## src/rtl/snfe_pkg.sv

```systemverilog
// shared types, constants and the frame parser step for the nibble frame extractor
package snfe_pkg;

  localparam int unsigned PixW   = 29;
  localparam int unsigned LenW   = 32;
  localparam int unsigned CapW   = 36;
  localparam int unsigned QDepth = 2;

  localparam logic [PixW-1:0] PIXELS_RST = PixW'(65536);
  // header, length and footer bytes in bits
  localparam logic [CapW-1:0] OVERHEAD_BITS = CapW'(80);

  localparam logic [7:0] MARK_F = 8'h46;
  localparam logic [7:0] MARK_C = 8'h43;
  localparam logic [7:0] MARK_D = 8'h44;

  typedef enum logic [4:0] {
    PH_HEADER  = 5'b00001,
    PH_LENGTH  = 5'b00010,
    PH_PAYLOAD = 5'b00100,
    PH_FOOTER  = 5'b01000,
    PH_DONE    = 5'b10000
  } phase_t;

  typedef enum logic [2:0] {
    ST_PROGRESS   = 3'd0,
    ST_VALID      = 3'd1,
    ST_BAD_HEADER = 3'd2,
    ST_TOO_LARGE  = 3'd3,
    ST_BAD_FOOTER = 3'd4
  } status_t;

  // one or two bytes formed from one pixel
  typedef struct packed {
    logic       restart;
    logic       two;
    logic [7:0] b0;
    logic [7:0] b1;
  } byte_grp_t;

  typedef struct packed {
    logic empty;
    logic full;
  } q_stat_t;

  typedef struct packed {
    phase_t            phase;
    logic [1:0]        idx;
    logic [LenW-1:0]   len;
    status_t           status;
  } parse_t;

  typedef struct packed {
    parse_t s;
    logic   pay;
    logic   done;
  } step_t;

  localparam parse_t PARSE_CLEAR = '{
    phase: PH_HEADER, idx: 2'd0, len: '0, status: ST_PROGRESS
  };

  // expected header or footer byte at a position
  function automatic logic [7:0] mark_byte(input logic foot, input logic [1:0] idx);
    logic [7:0] m;
    m = MARK_C;
    unique case (idx)
      2'd0:    m = foot ? MARK_D : MARK_F;
      2'd1:    m = MARK_C;
      2'd2:    m = foot ? MARK_F : MARK_D;
      default: m = MARK_C;
    endcase
    return m;
  endfunction

  // one byte through the frame parser
  function automatic step_t take_byte(input parse_t s, input logic [7:0] b,
                                      input logic [CapW-1:0] cap);
    step_t           r;
    logic [LenW-1:0] len_n;
    logic [CapW-1:0] need;
    r      = '{s: s, pay: 1'b0, done: 1'b0};
    len_n  = s.len;
    need   = '0;
    unique case (s.phase)
      PH_HEADER, PH_FOOTER: begin
        if (s.idx == 2'd3 || b != mark_byte(s.phase == PH_FOOTER, s.idx)) begin
          r.s.phase  = PH_DONE;
          r.s.status = (s.phase == PH_FOOTER) ? ST_BAD_FOOTER : ST_BAD_HEADER;
          r.done     = 1'b1;
        end else if (s.idx == 2'd2) begin
          r.s.idx = 2'd0;
          if (s.phase == PH_FOOTER) begin
            r.s.phase  = PH_DONE;
            r.s.status = ST_VALID;
            r.done     = 1'b1;
          end else begin
            r.s.phase = PH_LENGTH;
            r.s.len   = '0;
          end
        end else begin
          r.s.idx = s.idx + 2'd1;
        end
      end
      PH_LENGTH: begin
        // little-endian length, lanes start cleared
        len_n[{s.idx, 3'b000} +: 8] = b;
        r.s.len = len_n;
        if (s.idx == 2'd3) begin
          need    = OVERHEAD_BITS + {1'b0, len_n, 3'b000};
          r.s.idx = 2'd0;
          if (need > cap) begin
            r.s.phase  = PH_DONE;
            r.s.status = ST_TOO_LARGE;
            r.done     = 1'b1;
          end else if (len_n == '0) begin
            r.s.phase = PH_FOOTER;
          end else begin
            r.s.phase = PH_PAYLOAD;
          end
        end else begin
          r.s.idx = s.idx + 2'd1;
        end
      end
      PH_PAYLOAD: begin
        // len counts the payload bytes still to come
        r.pay   = 1'b1;
        r.s.len = s.len - LenW'(1);
        if (s.len <= LenW'(1)) begin
          r.s.phase = PH_FOOTER;
          r.s.idx   = 2'd0;
        end
      end
      default: begin
      end
    endcase
    return r;
  endfunction

endpackage

```

## src/rtl/snfe_ifs.sv

```systemverilog
// pixel, result and configuration channel interfaces
interface snfe_pix_if;
  logic       valid;
  logic       ready;
  logic [7:0] red;
  logic [7:0] green;
  logic [7:0] blue;
  logic       first_pixel;
  modport source(output valid, red, green, blue, first_pixel, input ready);
  modport sink(input valid, red, green, blue, first_pixel, output ready);
endinterface

interface snfe_res_if;
  logic       valid;
  logic       ready;
  logic [7:0] byte_a;
  logic       byte_a_valid;
  logic [7:0] byte_b;
  logic       byte_b_valid;
  logic [2:0] status;
  logic       frame_done;
  modport source(output valid, byte_a, byte_a_valid, byte_b, byte_b_valid, status,
                 frame_done, input ready);
  modport sink(input valid, byte_a, byte_a_valid, byte_b, byte_b_valid, status,
               frame_done, output ready);
endinterface

interface snfe_cfg_if;
  logic                      valid;
  logic                      ready;
  logic [snfe_pkg::PixW-1:0] image_pixels;
  modport source(output valid, image_pixels, input ready);
  modport sink(input valid, image_pixels, output ready);
endinterface

```

## src/rtl/snfe_front.sv

```systemverilog
// front end: accepts pixels and pairs low nibbles into bytes
module snfe_front (
  input  logic                clk,
  input  logic                rst_n,
  snfe_pix_if.sink            in_ch,
  input  snfe_pkg::q_stat_t   q_stat,
  output logic                push,
  output snfe_pkg::byte_grp_t grp
);
  import snfe_pkg::*;

  logic       pending_r, pending_nxt;
  logic [3:0] held_r, held_nxt;
  logic       pend;

  // no word is taken while reset is held
  assign in_ch.ready = rst_n && !q_stat.full;
  assign push        = in_ch.valid && in_ch.ready;

  // byte pairing, a restart drops the held nibble
  always_comb begin
    pend        = pending_r && !in_ch.first_pixel;
    grp.restart = in_ch.first_pixel;
    pending_nxt = pending_r;
    held_nxt    = held_r;
    if (pend) begin
      grp.two = 1'b1;
      grp.b0  = {in_ch.red[3:0], held_r};
      grp.b1  = {in_ch.blue[3:0], in_ch.green[3:0]};
    end else begin
      grp.two = 1'b0;
      grp.b0  = {in_ch.green[3:0], in_ch.red[3:0]};
      grp.b1  = '0;
    end
    if (push) begin
      pending_nxt = !pend;
      held_nxt    = pend ? 4'd0 : in_ch.blue[3:0];
    end
  end

  always_ff @(posedge clk) begin
    if (!rst_n) begin
      pending_r <= 1'b0;
      held_r    <= 4'd0;
    end else begin
      pending_r <= pending_nxt;
      held_r    <= held_nxt;
    end
  end

endmodule

```

## src/rtl/snfe_queue.sv

```systemverilog
// short queue of byte groups between front and back
module snfe_queue #(
  parameter int unsigned Depth = snfe_pkg::QDepth
) (
  input  logic                clk,
  input  logic                rst_n,
  input  logic                push,
  input  snfe_pkg::byte_grp_t push_grp,
  input  logic                pop,
  output snfe_pkg::byte_grp_t pop_grp,
  output snfe_pkg::q_stat_t   q_stat
);
  import snfe_pkg::*;

  localparam int unsigned PtrW = $clog2(Depth);
  localparam int unsigned CntW = $clog2(Depth + 1);

  byte_grp_t       mem [Depth];
  logic [PtrW-1:0] wr_r, wr_nxt, rd_r, rd_nxt;
  logic [CntW-1:0] cnt_r, cnt_nxt;

  assign q_stat.empty = (cnt_r == '0);
  assign q_stat.full  = (cnt_r == CntW'(Depth));
  assign pop_grp      = mem[rd_r];

  // pointer wrap and fill count
  always_comb begin
    wr_nxt  = wr_r;
    rd_nxt  = rd_r;
    cnt_nxt = cnt_r;
    if (push) begin
      wr_nxt = (wr_r == PtrW'(Depth - 1)) ? '0 : wr_r + PtrW'(1);
    end
    if (pop) begin
      rd_nxt = (rd_r == PtrW'(Depth - 1)) ? '0 : rd_r + PtrW'(1);
    end
    if (push && !pop) begin
      cnt_nxt = cnt_r + CntW'(1);
    end else if (pop && !push) begin
      cnt_nxt = cnt_r - CntW'(1);
    end
  end

  always_ff @(posedge clk) begin
    if (!rst_n) begin
      wr_r  <= '0;
      rd_r  <= '0;
      cnt_r <= '0;
    end else begin
      wr_r  <= wr_nxt;
      rd_r  <= rd_nxt;
      cnt_r <= cnt_nxt;
    end
  end

  // storage
  always_ff @(posedge clk) begin
    if (push) begin
      mem[wr_r] <= push_grp;
    end
  end

endmodule

```

## src/rtl/snfe_back.sv

```systemverilog
// back end: frame parser, capacity register and result register
module snfe_back (
  input  logic                clk,
  input  logic                rst_n,
  snfe_cfg_if.sink            cfg_ch,
  input  snfe_pkg::q_stat_t   q_stat,
  input  snfe_pkg::byte_grp_t grp,
  output logic                pop,
  snfe_res_if.source          out_ch
);
  import snfe_pkg::*;

  parse_t          state_r, state_nxt;
  logic [CapW-1:0] cap_r;
  logic            out_valid_r;
  logic [7:0]      byte_a_r, byte_b_r, byte_a_nxt, byte_b_nxt;
  logic            a_valid_r, b_valid_r, a_valid_nxt, b_valid_nxt;
  logic            done_r, done_nxt;
  parse_t          s0;
  step_t           st1, st2;

  // no write is taken while reset is held
  assign cfg_ch.ready = rst_n;
  assign pop          = !q_stat.empty && (!out_valid_r || out_ch.ready);

  // up to two bytes through the parser
  always_comb begin
    s0  = grp.restart ? PARSE_CLEAR : state_r;
    st1 = take_byte(s0, grp.b0, cap_r);
    st2 = '{s: st1.s, pay: 1'b0, done: 1'b0};
    if (grp.two) begin
      st2 = take_byte(st1.s, grp.b1, cap_r);
    end
    state_nxt   = st2.s;
    a_valid_nxt = st1.pay || st2.pay;
    b_valid_nxt = st1.pay && st2.pay;
    byte_a_nxt  = st1.pay ? grp.b0 : (st2.pay ? grp.b1 : 8'd0);
    byte_b_nxt  = b_valid_nxt ? grp.b1 : 8'd0;
    done_nxt    = st1.done || st2.done;
  end

  // parser state, capacity and result handshake
  always_ff @(posedge clk) begin
    if (!rst_n) begin
      state_r     <= PARSE_CLEAR;
      cap_r       <= {4'd0, PIXELS_RST, 3'b000} + {5'd0, PIXELS_RST, 2'b00};
      out_valid_r <= 1'b0;
    end else begin
      if (cfg_ch.valid) begin
        cap_r <= {4'd0, cfg_ch.image_pixels, 3'b000} + {5'd0, cfg_ch.image_pixels, 2'b00};
      end
      if (pop) begin
        state_r     <= state_nxt;
        out_valid_r <= 1'b1;
      end else if (out_ch.ready) begin
        out_valid_r <= 1'b0;
      end
    end
  end

  // result payload
  always_ff @(posedge clk) begin
    if (pop) begin
      byte_a_r  <= byte_a_nxt;
      a_valid_r <= a_valid_nxt;
      byte_b_r  <= byte_b_nxt;
      b_valid_r <= b_valid_nxt;
      done_r    <= done_nxt;
    end
  end

  assign out_ch.valid        = out_valid_r;
  assign out_ch.byte_a       = byte_a_r;
  assign out_ch.byte_a_valid = a_valid_r;
  assign out_ch.byte_b       = byte_b_r;
  assign out_ch.byte_b_valid = b_valid_r;
  assign out_ch.status       = state_r.status;
  assign out_ch.frame_done   = done_r;

endmodule

```

## src/rtl/stego_nibble_frame_extractor.sv

```systemverilog
// top level of the nibble steganography frame extractor
// Takes one pixel per clock while the byte queue is not full and returns one
// result word per pixel. An accepted pixel's byte group goes into the byte
// queue and from there into the result register. The front end only pairs
// nibbles and the back end parses up to two bytes per cycle, so both sides
// keep one word per clock; the queue of QueueDepth groups and the result
// register let each side stall on its own. The capacity limit of 12 bits per
// pixel is precomputed when image_pixels is written, which must happen while
// the block is idle. There is no clearing pass after reset.
module stego_nibble_frame_extractor #(
  parameter int unsigned QueueDepth = snfe_pkg::QDepth
) (
  input logic        clk,
  input logic        rst_n,
  snfe_pix_if.sink   in_ch,
  snfe_res_if.source out_ch,
  snfe_cfg_if.sink   cfg_ch
);
  import snfe_pkg::*;

  q_stat_t   q_stat;
  logic      push, pop;
  byte_grp_t push_grp, pop_grp;

  snfe_front u_front (
    .clk    (clk),
    .rst_n  (rst_n),
    .in_ch  (in_ch),
    .q_stat (q_stat),
    .push   (push),
    .grp    (push_grp)
  );

  snfe_queue #(.Depth(QueueDepth)) u_queue (
    .clk      (clk),
    .rst_n    (rst_n),
    .push     (push),
    .push_grp (push_grp),
    .pop      (pop),
    .pop_grp  (pop_grp),
    .q_stat   (q_stat)
  );

  snfe_back u_back (
    .clk    (clk),
    .rst_n  (rst_n),
    .cfg_ch (cfg_ch),
    .q_stat (q_stat),
    .grp    (pop_grp),
    .pop    (pop),
    .out_ch (out_ch)
  );

  // a verdict word never reads in progress
  a_done_final: assert property (@(posedge clk) disable iff (!rst_n)
    out_ch.valid && out_ch.frame_done |-> out_ch.status != ST_PROGRESS)
    else $error("frame_done with status in progress");

  // a second payload byte only follows a first one
  a_b_after_a: assert property (@(posedge clk) disable iff (!rst_n)
    out_ch.valid && out_ch.byte_b_valid |-> out_ch.byte_a_valid)
    else $error("byte_b valid without byte_a");

  // a valid frame ends on footer bytes, never on payload
  a_valid_no_pay: assert property (@(posedge clk) disable iff (!rst_n)
    out_ch.valid && out_ch.status == ST_VALID && out_ch.frame_done |-> !out_ch.byte_a_valid)
    else $error("payload byte on the valid frame verdict");

  // the back end only takes from a filled queue
  a_pop_nonempty: assert property (@(posedge clk) disable iff (!rst_n)
    pop |-> !q_stat.empty)
    else $error("queue popped while empty");

endmodule
```

## src/flat_wrapper.sv

```systemverilog
// flat-port wrapper written by rule: the top's interface ports become plain ports
module stego_nibble_frame_extractor_flat import snfe_pkg::*;
#(
  parameter int unsigned QueueDepth = snfe_pkg::QDepth
)
  (clk, rst_n, in_ch_valid, in_ch_red, in_ch_green, in_ch_blue, in_ch_first_pixel, in_ch_ready, out_ch_valid, out_ch_byte_a, out_ch_byte_a_valid, out_ch_byte_b, out_ch_byte_b_valid, out_ch_status, out_ch_frame_done, out_ch_ready, cfg_ch_valid, cfg_ch_image_pixels, cfg_ch_ready);
  snfe_pix_if in_ch_i ();
  snfe_res_if out_ch_i ();
  snfe_cfg_if cfg_ch_i ();
  input logic clk;
  input logic rst_n;
  input wire logic [$bits(in_ch_i.valid)-1:0] in_ch_valid;
  input wire logic [$bits(in_ch_i.red)-1:0] in_ch_red;
  input wire logic [$bits(in_ch_i.green)-1:0] in_ch_green;
  input wire logic [$bits(in_ch_i.blue)-1:0] in_ch_blue;
  input wire logic [$bits(in_ch_i.first_pixel)-1:0] in_ch_first_pixel;
  output wire logic [$bits(in_ch_i.ready)-1:0] in_ch_ready;
  output wire logic [$bits(out_ch_i.valid)-1:0] out_ch_valid;
  output wire logic [$bits(out_ch_i.byte_a)-1:0] out_ch_byte_a;
  output wire logic [$bits(out_ch_i.byte_a_valid)-1:0] out_ch_byte_a_valid;
  output wire logic [$bits(out_ch_i.byte_b)-1:0] out_ch_byte_b;
  output wire logic [$bits(out_ch_i.byte_b_valid)-1:0] out_ch_byte_b_valid;
  output wire logic [$bits(out_ch_i.status)-1:0] out_ch_status;
  output wire logic [$bits(out_ch_i.frame_done)-1:0] out_ch_frame_done;
  input wire logic [$bits(out_ch_i.ready)-1:0] out_ch_ready;
  input wire logic [$bits(cfg_ch_i.valid)-1:0] cfg_ch_valid;
  input wire logic [$bits(cfg_ch_i.image_pixels)-1:0] cfg_ch_image_pixels;
  output wire logic [$bits(cfg_ch_i.ready)-1:0] cfg_ch_ready;
  assign in_ch_i.valid = in_ch_valid;
  assign in_ch_i.red = in_ch_red;
  assign in_ch_i.green = in_ch_green;
  assign in_ch_i.blue = in_ch_blue;
  assign in_ch_i.first_pixel = in_ch_first_pixel;
  assign in_ch_ready = in_ch_i.ready;
  assign out_ch_valid = out_ch_i.valid;
  assign out_ch_byte_a = out_ch_i.byte_a;
  assign out_ch_byte_a_valid = out_ch_i.byte_a_valid;
  assign out_ch_byte_b = out_ch_i.byte_b;
  assign out_ch_byte_b_valid = out_ch_i.byte_b_valid;
  assign out_ch_status = out_ch_i.status;
  assign out_ch_frame_done = out_ch_i.frame_done;
  assign out_ch_i.ready = out_ch_ready;
  assign cfg_ch_i.valid = cfg_ch_valid;
  assign cfg_ch_i.image_pixels = cfg_ch_image_pixels;
  assign cfg_ch_ready = cfg_ch_i.ready;
  stego_nibble_frame_extractor #(.QueueDepth(QueueDepth)) u_core (.clk(clk), .rst_n(rst_n), .in_ch(in_ch_i), .out_ch(out_ch_i), .cfg_ch(cfg_ch_i));
endmodule
```

## config.mk

```make
export PLATFORM = sky130hd
export DESIGN_NAME = stego_nibble_frame_extractor_flat
export DESIGN_NICKNAME = d
export VERILOG_FILES = /design/src/rtl/snfe_pkg.sv /design/src/rtl/snfe_ifs.sv /design/src/rtl/snfe_front.sv /design/src/rtl/snfe_queue.sv /design/src/rtl/snfe_back.sv /design/src/rtl/stego_nibble_frame_extractor.sv /design/src/flat_wrapper.sv
export SDC_FILE = /design/constraint.sdc
export NUM_CORES = 1
export LEC_CHECK = 0
export ABC_AREA = 1
export BUFFER_PORTS_ARGS = -buffer_cell sky130_fd_sc_hd__buf_2
export CORE_MARGIN = 4
export CORE_UTILIZATION = 55
export CTS_BUF_LIST = sky130_fd_sc_hd__clkbuf_8
export DETAILED_ROUTE_END_ITERATION = 7
export PLACE_DENSITY = 0.78
export REMOVE_ABC_BUFFERS = 1
export SLEW_MARGIN = 25
export SYNTH_ARGS = -nofsm -noshare
export SYNTH_HDL_FRONTEND = slang
export SYNTH_HIERARCHICAL = 1
export SYNTH_SLANG_ARGS = --single-unit
```

## constraint.sdc

```tcl
create_clock -name clk -period 21.9 [get_ports clk]
set_clock_uncertainty 0.15 [all_clocks]
set_input_delay 4.38 -clock clk [delete_from_list [all_inputs] [get_ports clk]]
set_output_delay 4.38 -clock clk [all_outputs]
set_load 0.02 [all_outputs]
```

## After elaboration in Yosys (flattened, before gate mapping)

Memories as Yosys holds them, arrays and structs flattened. A register that Yosys moved wholly into a read port is not among the register bits.
Index checks and enable logic that the tools add are counted.

| word-level totals | value |
|---|---|
| memories | 1 |
| memory bits (writable) | 36 |
| bits in registers | 107 |

Memory list:

| name | words | bits a word | read ports | clocked after Yosys merged registers in | wr ports | line | RTL |
|---|---|---|---|---|---|---|---|
| u_core.u_queue.mem | 2 | 18 | 1 | 1 | 1 | snfe_queue.sv:18 | `byte_grp_t mem [Depth];` |

| cells by class | value |
|---|---|
| order comparisons | 4 |
| reductions and logical operators | 28 |
| shift operators | 4 |
| add/subtract/negate cells | 13 |
| muxes and demuxes | 79 |
| equal/unequal tests | 15 |

Operators by type and width:

| operator | number |
|---|---|
| $pmux 39 s3 | 2 |
| $add 7x35->36 const A | 2 |
| $gt 36x36->1 | 2 |
| $mux 35 | 2 |
| $mux 34 | 2 |
| $bwmux 32 | 2 |
| $le 32x1->1 const B | 2 |
| $logic_not 32->1 | 2 |
| $mux 32 | 2 |
| $shift 8x7->32 const A | 2 |
| $shiftx 8x7->32 | 2 |
| $sub 32x1->32 const B | 2 |
| $mux 5 | 10 |
| $mux 44 | 1 |
| $mux 42 | 1 |
| $mux 8 | 5 |
| $add 32x31->33 | 1 |
| $mux 3 | 10 |
| $pmux 3 s2 | 4 |
| $mux 1 | 20 |
| $mux 2 | 10 |
| $mux 17 | 1 |
| $ne 8x8->1 | 2 |
| $mux 7 | 2 |
| 17 further kinds | 52 |

## Depth between registers and ports, before layout

Gate-level depths: netlist of the first run.

| logic depth | value |
|---|---|
| depth in word-level cells | 21 |
| depth in mapped cells | 52 |

## Modules after synthesis

The synthesis of the first run kept the hierarchy.

By module, submodules not included:

| module | sequential area each (um^2) | times used | area each (um^2) | cells each |
|---|---|---|---|---|
| snfe_back | 2052.0 | 1 | 14503.9 | 2462 |
| snfe_queue | 1181.1 | 1 | 1580.3 | 91 |
| snfe_front | 100.1 | 1 | 397.9 | 74 |

## Worst setup path before layout of the first run

Ideal clock, no wire load.

| timing path | value |
|---|---|
| kind | input -> output |
| start | in rst_n |
| end | out in_ch_ready |
| slack | 12.690 ns |
| path buffers | 0 |
| data arrival time | 4.680 ns |
| stages on the path | 2 |
| cells stage by stage | inv_1 > nor2_1 |

| between the ends | value |
|---|---|
| cells in the longest elaborated chain, start to end | 1 |

Ends and longest elaborated chain:

| item | line | RTL |
|---|---|---|
| start: declaration | flat_wrapper.sv:11 | `input logic rst_n;` |
| $logic_and 1x1->1 | snfe_front.sv:17 | `assign in_ch.ready = rst_n && !q_stat.full;` |
| end: declaration | flat_wrapper.sv:17 | `output wire logic [$bits(in_ch_i.ready)-1:0] in_ch_ready;` |

Every way passes these cells.

==> flow_results.xml, run 1 <==
<?xml version="1.0" encoding="UTF-8"?>
<metrics>
  <group name="run_status">
    <metric name="run_status" unit="">completed</metric>
  </group>
  <group name="drt">
    <metric name="drt-initial-drc-count" unit="">1838</metric>
    <metric name="post_drt_wl_per_cell" unit="um">19.3</metric>
    <metric name="vias_per_std_cell" unit="">5.91</metric>
    <metric name="route.antenna.remaining_nets" unit="">0</metric>
    <metric name="finalWirelength" unit="um">58800</metric>
    <metric name="dr.pass1.iters" unit="">8</metric>
    <metric name="detailroute.via_count" unit="">18018</metric>
    <metric name="remaining_drc_errors" unit="">0</metric>
  </group>
  <group name="hold_path">
    <metric name="worst_hold_path.num_cells" unit="">2</metric>
    <metric name="min_to" unit="">u_core/u_back/state_r[32]</metric>
    <metric name="hold_path.class" unit="">flip-flop to flip-flop</metric>
    <metric name="hold_start" unit="">u_core/u_back/state_r[32]</metric>
  </group>
  <group name="grt">
    <metric name="grt_antenna_before_repair" unit="">0</metric>
    <metric name="grt_max_degree" unit="">62</metric>
    <metric name="grt_overall_usage" unit="%">35.0</metric>
    <metric name="grt_first_pass_wirelength" unit="um">91000</metric>
    <metric name="grt-ovfl-total" unit="">0</metric>
    <metric name="first_global_vias" unit="">16972</metric>
  </group>
  <group name="critical_path">
    <metric name="cp.arrival" unit="ns">11.10</metric>
    <metric name="reg2reg_slack" unit="ns">10.91</metric>
    <metric name="setup.worst_path.end_class" unit="">flip-flop</metric>
    <metric name="maximum_fanout_encountered_on_the_critical_timing_path" unit="">32</metric>
    <metric name="crit_path_start_kind" unit="">flip-flop</metric>
    <metric name="critical-path-slowest-cell" unit="">sky130_fd_sc_hd__dfxtp_1</metric>
    <metric name="path_class" unit="">flip-flop to flip-flop</metric>
    <metric name="worst_r2r_endpoint" unit="">u_core/u_back/out_ch.frame_done</metric>
    <metric name="critPathMaxStageDelay" unit="ns">0.98</metric>
    <metric name="critical_path_required" unit="ns">22.00</metric>
    <metric name="r2r_cells" unit="">38</metric>
    <metric name="cp_common_cell" unit="">sky130_fd_sc_hd__nand2_1</metric>
  </group>
  <group name="synthesis">
    <metric name="synth-edff-count" unit="">55</metric>
    <metric name="synth_async_sr_flop_share" unit="%">0</metric>
    <metric name="yosysWarningCount" unit="">6</metric>
    <metric name="ys_ff_latch" unit="">139</metric>
    <metric name="synth_cell_type_count" unit="">73</metric>
    <metric name="post_synth_top_flop" unit="">sky130_fd_sc_hd__dfxtp_1</metric>
    <metric name="avg_inst_size_synth" unit="sq um">6.27</metric>
    <metric name="netlist_instances" unit="">2627</metric>
    <metric name="synthesized_cell_area" unit="sq um">16500</metric>
    <metric name="synth-seq-area-share" unit="%">20.2</metric>
  </group>
  <group name="floorplan">
    <metric name="start_util" unit="%">55.6</metric>
    <metric name="row_count" unit="">63</metric>
    <metric name="floorplan.die.width" unit="um">181</metric>
    <metric name="die_h" unit="um">181</metric>
    <metric name="fp.dieArea" unit="sq um">32800</metric>
    <metric name="boundaryPins" unit="">84</metric>
    <metric name="design.core.area" unit="sq um">29600</metric>
  </group>
  <group name="layout">
    <metric name="nNetsFinal" unit="">2817</metric>
    <metric name="final_non_filler_cell_total" unit="">3050</metric>
    <metric name="finished_cell_area" unit="sq um">17300</metric>
    <metric name="layout-drive-gt1-share" unit="%">12.4</metric>
    <metric name="antenna_cells_inserted" unit="">0</metric>
    <metric name="syn2layout_area_growth" unit="%">4.70</metric>
    <metric name="layout.filler_cells" unit="">2988</metric>
  </group>
  <group name="sta">
    <metric name="setup_viol" unit="">0</metric>
    <metric name="fmax" unit="GHz">0.0910</metric>
    <metric name="slew_at_the_pin_closest_to_its_max_slew_limit" unit="ns">1.08</metric>
    <metric name="final.min_clock_period" unit="ns">10.99</metric>
    <metric name="finalHoldViolations" unit="">0</metric>
    <metric name="rsz0062_at_grt" unit="">false</metric>
    <metric name="final-max-slew-violation-count" unit="">0</metric>
    <metric name="slew-limit-headroom" unit="%">27.9</metric>
    <metric name="timing.final.crit_share" unit="%">50.2</metric>
    <metric name="setup-tns-final" unit="ns">0</metric>
  </group>
  <group name="placement">
    <metric name="placed_area" unit="sq um">16900</metric>
    <metric name="placement.io_buffers" unit="">71</metric>
    <metric name="place.gp.congestion" unit="">1.09</metric>
    <metric name="placed_cells" unit="">3018</metric>
    <metric name="dp_hpwl" unit="um">45500</metric>
  </group>
  <group name="cts">
    <metric name="tritoncts_clock_tree" unit="">done</metric>
    <metric name="htree_levels" unit="">4</metric>
    <metric name="cts_inserted_buffers" unit="">17</metric>
    <metric name="ctsLongestPathBuffers" unit="">2</metric>
    <metric name="postCtsHoldBufs" unit="">0</metric>
    <metric name="cts.repair_timing.setup_buffer_count" unit="">0</metric>
    <metric name="postCtsResizedCells" unit="">0</metric>
    <metric name="cts.clk_slew.worst_paths" unit="ns">0.09</metric>
    <metric name="clkSinkCount" unit="">139</metric>
    <metric name="worst_skew_pair.late_latency" unit="ns">0.52</metric>
    <metric name="cts_root_buf" unit="">sky130_fd_sc_hd__clkbuf_8</metric>
  </group>
  <group name="pwr">
    <metric name="power.density_cell_area" unit="nW/um^2">157</metric>
    <metric name="total_leakage_power" unit="uW">0.00837</metric>
    <metric name="vdd_ir_drop_max" unit="V">0.000188</metric>
    <metric name="total_power" unit="uW">2720</metric>
  </group>
  <group name="run">
    <metric name="cap_viol_max_count" unit="">0</metric>
  </group>
</metrics>
-- cell usage after synthesis (all sizes together), types with 3 or more instances --
master  number  area, sq um
a211oi       5         37.5
a21oi      184          928
a22oi        5         37.5
a31oi        6         37.5
buf         52          450
clkbuf      27          101
clkinv       8         33.8
dfxtp       84         1680
edfxtp      55         1650
ha         110         1380
inv        362         1380
mux2        18          240
nand2      714         2960
nand3      251         1360
nand3b       3         22.5
nand4       54          365
nor2       325         1410
nor3        43          252
nor3b        3         22.5
nor4        12         90.1
o211ai      11         82.6
o21a         4         30.0
o21ai      162          841
o21bai      11         86.3
o22ai       10         62.6
o32ai        3         26.3
or2          4         25.0
xnor2       20          175
xor2        61          534
-- worst max path at each step --
stage	end	slack, ns	cells past startpoint
finish	u_core/u_back/out_ch.frame_done	10.91	38
detailed placement	u_core/u_back/out_ch.frame_done	11.26	40
CTS	u_core/u_back/out_ch.frame_done	11.21	40
global route	u_core/u_back/out_ch.frame_done	10.42	38
floorplan	in_ch_ready	12.69	2
global placement	u_core/u_back/out_ch.frame_done	11.36	40
-- kinds of logic (layout without fill, tap and decap cells) --
group	count (synthesis)	after routing	share of synthesized area, %
buffers and inverters	449	482	11.9
xor gates and xnor gates	81	81	4.30
DFF	139	139	20.2
AOI/OAI and AO/OA	415	415	13.9
and+or+nand+nor	1414	1414	39.7
adders and majority gates	111	111	8.47
muxes	18	18	1.46
-- metal layers --
metal	wire length (um)	GRT usage, %
met5	0	0
met4	2980	16.8
met3	5540	6.38
met2	26300	56.1
met1	24000	45.6
-- area by class of cell --
| cell class | count | area, sq um | area share [%] |
|---|---|---|---|
| clock buffer | 17 | 234 | 1.36 |
| clock inverter | 15 | 170 | 0.986 |
| inverter | 370 | 1420 | 8.20 |
| multi-input combinational | 2039 | 11200 | 64.9 |
| sequential | 139 | 3330 | 19.3 |
| tap | 390 | 488 | 2.83 |
| timing repair buffer | 80 | 423 | 2.45 |
-- per-stage QoR --
step           worst slack (ns)  util, %  hold slack (ns)
4_1_cts                   11.21     58.2            0.322
3_3_place_gp              11.36     56.9            0.303
3_5_place_dp              11.26     56.9            0.308
6_report                  10.91     58.2            0.322
5_1_grt                   10.42     58.2            0.345
2_1_floorplan             12.69        -            0.295
-- worst max-delay path, delay by kind of cell, from the launching register on --
kind	cells	cell delay, ns
adders and majority gates	3	1.17
xor gates and xnor gates	1	0.22
AOI/OAI and AO/OA	1	0.41
muxes	1	0.71
DFF	1	0.98
buffers and inverters	4	1.03
and+or+nand+nor	28	6.05
-- registers in the layout, indices dropped and copies added (netlist names), 2 cells and up, named ones only --
signal and flops:
u_core/u_back/state_r 39, u_core/u_back/out_ch.status 3, u_core/u_queue/cnt_r 2, u_core/u_back/out_ch.byte_a 8, u_core/u_queue/mem 36, u_core/u_front/held_r 4, u_core/u_back/out_ch.byte_b 8, u_core/u_back/cap_r 31
-- cell usage in the layout (no fill, tap or decap), drive strengths merged, types with 2 or more instances in the layout --
| cell type | count |
|---|---|
| o31ai | 2 |
| o21bai | 11 |
| clkbuf | 17 |
| nor3b | 3 |
| nor4 | 12 |
| nor2 | 325 |
| a21boi | 2 |
| a31oi | 6 |
| inv | 373 |
| dfxtp | 84 |
| nand3b | 3 |
| or2 | 4 |
| and2 | 2 |
| buf | 80 |
| xnor2 | 20 |
| o21ai | 162 |
| xor2 | 61 |
| nand4 | 54 |
| edfxtp | 55 |
| o221ai | 2 |
| o211ai | 11 |
| a211oi | 5 |
| a21oi | 184 |
| nor3 | 43 |
| o22ai | 10 |
| nand3 | 251 |
| nand2 | 714 |
| a2111oi | 2 |
| mux2 | 18 |
| ha | 110 |
| o21a | 4 |
| a22oi | 5 |
| clkinv | 10 |
| o32ai | 3 |
-- where the power goes --
group	switching, uW	total [uW]	internal [uW]	leakage (uW)
Clock	130	226	96.5	0.000206
Sequential	41.7	375	334	0.00121
Combinational	1530	2120	591	0.00695
Note: power is estimated with default switching activity, not from simulation.
==> inputs of run 2 (changes only) <==
==> constraint.sdc (replaced) <==
create_clock -name clk -period 11.1 [get_ports clk]
set_clock_uncertainty 0.15 [all_clocks]
set_input_delay 2.22 -clock clk [delete_from_list [all_inputs] [get_ports clk]]
set_output_delay 2.22 -clock clk [all_outputs]
set_load 0.02 [all_outputs]
==> run 2 against run 1 <==
Net effect: the run now ends with DRC left; hold slack got worse by 0.0023 ns; setup slack lost 10 ns; sequential cell count unchanged; via count grew 0.52%; cell area is essentially flat; die area did not move; first-iteration DRC count grew 14%; combinational power increased by 100%; critical path type unchanged.
==> flow_results.xml, run 2 (synthesis results as in run 1) <==
<?xml version="1.0" encoding="UTF-8"?>
<metrics>
  <group name="cts">
    <metric name="postCtsResizedCells" unit="">0</metric>
    <metric name="worst_skew_pair.late_latency" unit="ns">0.51</metric>
    <metric name="cts.repair_timing.setup_buffer_count" unit="">0</metric>
    <metric name="tritoncts_clock_tree" unit="">done</metric>
    <metric name="cts_root_buf" unit="">sky130_fd_sc_hd__clkbuf_8</metric>
    <metric name="cts.clk_slew.worst_paths" unit="ns">0.09</metric>
    <metric name="ctsLongestPathBuffers" unit="">2</metric>
    <metric name="htree_levels" unit="">4</metric>
    <metric name="cts_inserted_buffers" unit="">17</metric>
    <metric name="clkSinkCount" unit="">139</metric>
    <metric name="postCtsHoldBufs" unit="">0</metric>
  </group>
  <group name="layout">
    <metric name="syn2layout_area_growth" unit="%">4.79</metric>
    <metric name="nNetsFinal" unit="">2821</metric>
    <metric name="most_common_cell_after_layout_fill_and_taps_aside" unit="">sky130_fd_sc_hd__nand2_1</metric>
    <metric name="top_register" unit="">u_core/u_back/state_r</metric>
    <metric name="layout-drive-gt1-share" unit="%">12.5</metric>
    <metric name="layout.filler_cells" unit="">2970</metric>
    <metric name="final_non_filler_cell_total" unit="">3054</metric>
    <metric name="top_regs" unit="">u_core/u_back/state_r (39), u_core/u_queue/mem (36), u_core/u_back/cap_r (31)</metric>
    <metric name="largest_reg_flops" unit="">39</metric>
    <metric name="commonest_non_fill_non_tap_cells_in_the_layout" unit="">sky130_fd_sc_hd__nand2_1 (646), sky130_fd_sc_hd__inv_1 (322), sky130_fd_sc_hd__nor2_1 (279)</metric>
    <metric name="antenna_cells_inserted" unit="">0</metric>
  </group>
  <group name="grt">
    <metric name="grt_max_degree" unit="">57</metric>
    <metric name="first_global_vias" unit="">16687</metric>
    <metric name="grt_antenna_before_repair" unit="">0</metric>
    <metric name="grt_first_pass_wirelength" unit="um">93000</metric>
    <metric name="grt-ovfl-total" unit="">0</metric>
    <metric name="grt_overall_usage" unit="%">36.1</metric>
  </group>
  <group name="sta">
    <metric name="setup_viol" unit="">0</metric>
    <metric name="timing.hold.ws" unit="ns">0.319</metric>
    <metric name="timing.final.crit_share" unit="%">91.4</metric>
    <metric name="final-max-slew-violation-count" unit="">0</metric>
    <metric name="slew_at_the_pin_closest_to_its_max_slew_limit" unit="ns">0.995</metric>
    <metric name="rsz0062_at_grt" unit="">false</metric>
    <metric name="worst_slack" unit="ns">0.955</metric>
    <metric name="fmax" unit="GHz">0.0986</metric>
    <metric name="setup-tns-final" unit="ns">0</metric>
    <metric name="finalHoldViolations" unit="">0</metric>
    <metric name="slew-limit-headroom" unit="%">33.6</metric>
    <metric name="final.min_clock_period" unit="ns">10.14</metric>
  </group>
  <group name="pwr">
    <metric name="p_int" unit="uW">2020</metric>
    <metric name="comb_power_share" unit="%">78.5</metric>
    <metric name="total_power" unit="uW">5390</metric>
    <metric name="total_leakage_power" unit="uW">0.00838</metric>
    <metric name="power.share.clock" unit="%">7.9</metric>
    <metric name="power.density_cell_area" unit="nW/um^2">312</metric>
    <metric name="vdd_ir_drop_max" unit="V">0.000239</metric>
    <metric name="seq_power_share" unit="%">13.6</metric>
    <metric name="sw_frac_of_total" unit="%">62.5</metric>
    <metric name="netSwitchingPower" unit="uW">3370</metric>
  </group>
  <group name="critical_path">
    <metric name="critPathMaxStageDelay" unit="ns">0.74</metric>
    <metric name="path_delay_family" unit="">simple AND/OR/NAND/NOR gates</metric>
    <metric name="maximum_fanout_encountered_on_the_critical_timing_path" unit="">23</metric>
    <metric name="timing.critical_path.buf_inv" unit="">8</metric>
    <metric name="cp.arrival" unit="ns">10.24</metric>
    <metric name="setup.worst_path.end_class" unit="">flip-flop</metric>
    <metric name="cp_common_cell" unit="">sky130_fd_sc_hd__nand2_1</metric>
    <metric name="crit_path_start_kind" unit="">flip-flop</metric>
    <metric name="critical_path_required" unit="ns">11.19</metric>
    <metric name="critical-path-slowest-cell" unit="">sky130_fd_sc_hd__mux2_2</metric>
    <metric name="path_class" unit="">flip-flop to flip-flop</metric>
  </group>
  <group name="run_status">
    <metric name="violated_checks" unit="">DRC</metric>
    <metric name="run_status" unit="">complete, but fails checks</metric>
  </group>
  <group name="drt">
    <metric name="route.antenna.remaining_nets" unit="">0</metric>
    <metric name="drt-initial-drc-count" unit="">2087</metric>
    <metric name="detailroute.via_count" unit="">18112</metric>
    <metric name="finalWirelength" unit="um">60800</metric>
    <metric name="remaining_drc_errors" unit="">2</metric>
    <metric name="dr.pass1.iters" unit="">8</metric>
    <metric name="vias_per_std_cell" unit="">5.93</metric>
    <metric name="post_drt_wl_per_cell" unit="um">19.9</metric>
  </group>
  <group name="hold_path">
    <metric name="hold_path.class" unit="">flip-flop to flip-flop</metric>
    <metric name="hold_start" unit="">u_core/u_back/state_r[14]</metric>
  </group>
  <group name="run">
    <metric name="cap_viol_max_count" unit="">0</metric>
  </group>
  <group name="floorplan">
    <metric name="design.core.area" unit="sq um">29600</metric>
    <metric name="die_h" unit="um">181</metric>
    <metric name="fp.dieArea" unit="sq um">32800</metric>
    <metric name="boundaryPins" unit="">84</metric>
    <metric name="floorplan.die.width" unit="um">181</metric>
    <metric name="start_util" unit="%">55.6</metric>
    <metric name="row_count" unit="">63</metric>
  </group>
  <group name="placement">
    <metric name="placement.io_buffers" unit="">71</metric>
    <metric name="dpl_worst_slack" unit="ns">1.36</metric>
    <metric name="place.gp.congestion" unit="">1.09</metric>
    <metric name="dp_hpwl" unit="um">48300</metric>
    <metric name="placed_cells" unit="">3022</metric>
  </group>
</metrics>
==> run 2: changes by cell type in the layout (fill, tap and decap cells not counted) <==
cell / change
sky130_fd_sc_hd__buf_4: +4
sky130_fd_sc_hd__inv_8: -4
sky130_fd_sc_hd__clkinv_2: +1
sky130_fd_sc_hd__clkinv_4: +1
sky130_fd_sc_hd__clkinvlp_4: +1
sky130_fd_sc_hd__inv_6: +1
==> run 2: layout make-up <==
type                            instances  area [sq um]  area share [%]
Multi-Input combinational cell       2039         11200            64.8
Sequential cell                       139          3330            19.3
Inverter                              370          1420            8.19
Tap cell                              390           488            2.83
Timing Repair Buffer                   84           453            2.62
Clock buffer                           17           234            1.35
Clock inverter                         15           155           0.898
==> run 2: power groups by stage <==
stage | logic, uW | registers, uW | clock network (uW)
after floorplan | 2830 | 777 | 0
after global placement | 4010 | 737 | 0
after detailed placement | 4080 | 740 | 0
after CTS | 4110 | 730 | 436
after global routing | 4620 | 741 | 454
final | 4230 | 731 | 427
==> run 2: layer usage <==
layer  share of wire [%]  vias up  global-route usage [%]
li1                    -     8659                       -
met3                 8.8      155                    6.16
met5                   0        -                       0
met2                  46      916                    59.5
met1                  41     8382                    47.6
met4                 4.1        0                    13.2
==> run 2: worst reg2reg max path, delay by kind of cell (launching register included) <==
| kind | cells | cell delay, ns |
|---|---|---|
| compound gates | 1 | 0.39 |
| flops | 1 | 0.32 |
| fa+ha+maj | 4 | 1.32 |
| simple gates | 28 | 5.42 |
| mux | 1 | 0.74 |
| buf+inv | 8 | 1.32 |
| xor+xnor | 1 | 0.22 |
==> run 2: final timing paths <==
check / end / slack, ns / cells past startpoint
worst max-delay path: u_core/u_back/out_ch.frame_done / 0.96 / 43
worst min-delay path: u_core/u_back/state_r[14] / 0.32 / 2
worst max register to register: u_core/u_back/out_ch.frame_done / 0.96 / 43
worst min register to register: u_core/u_back/state_r[14] / 0.32 / 2
==> run 2: stage by stage <==
step	cell area [sq um]	util, %
floorplan	15900	-
global placement	16900	57.0
detailed placement	16900	57.0
CTS	17300	58.3
global route	17300	58.3
finish	17300	58.3
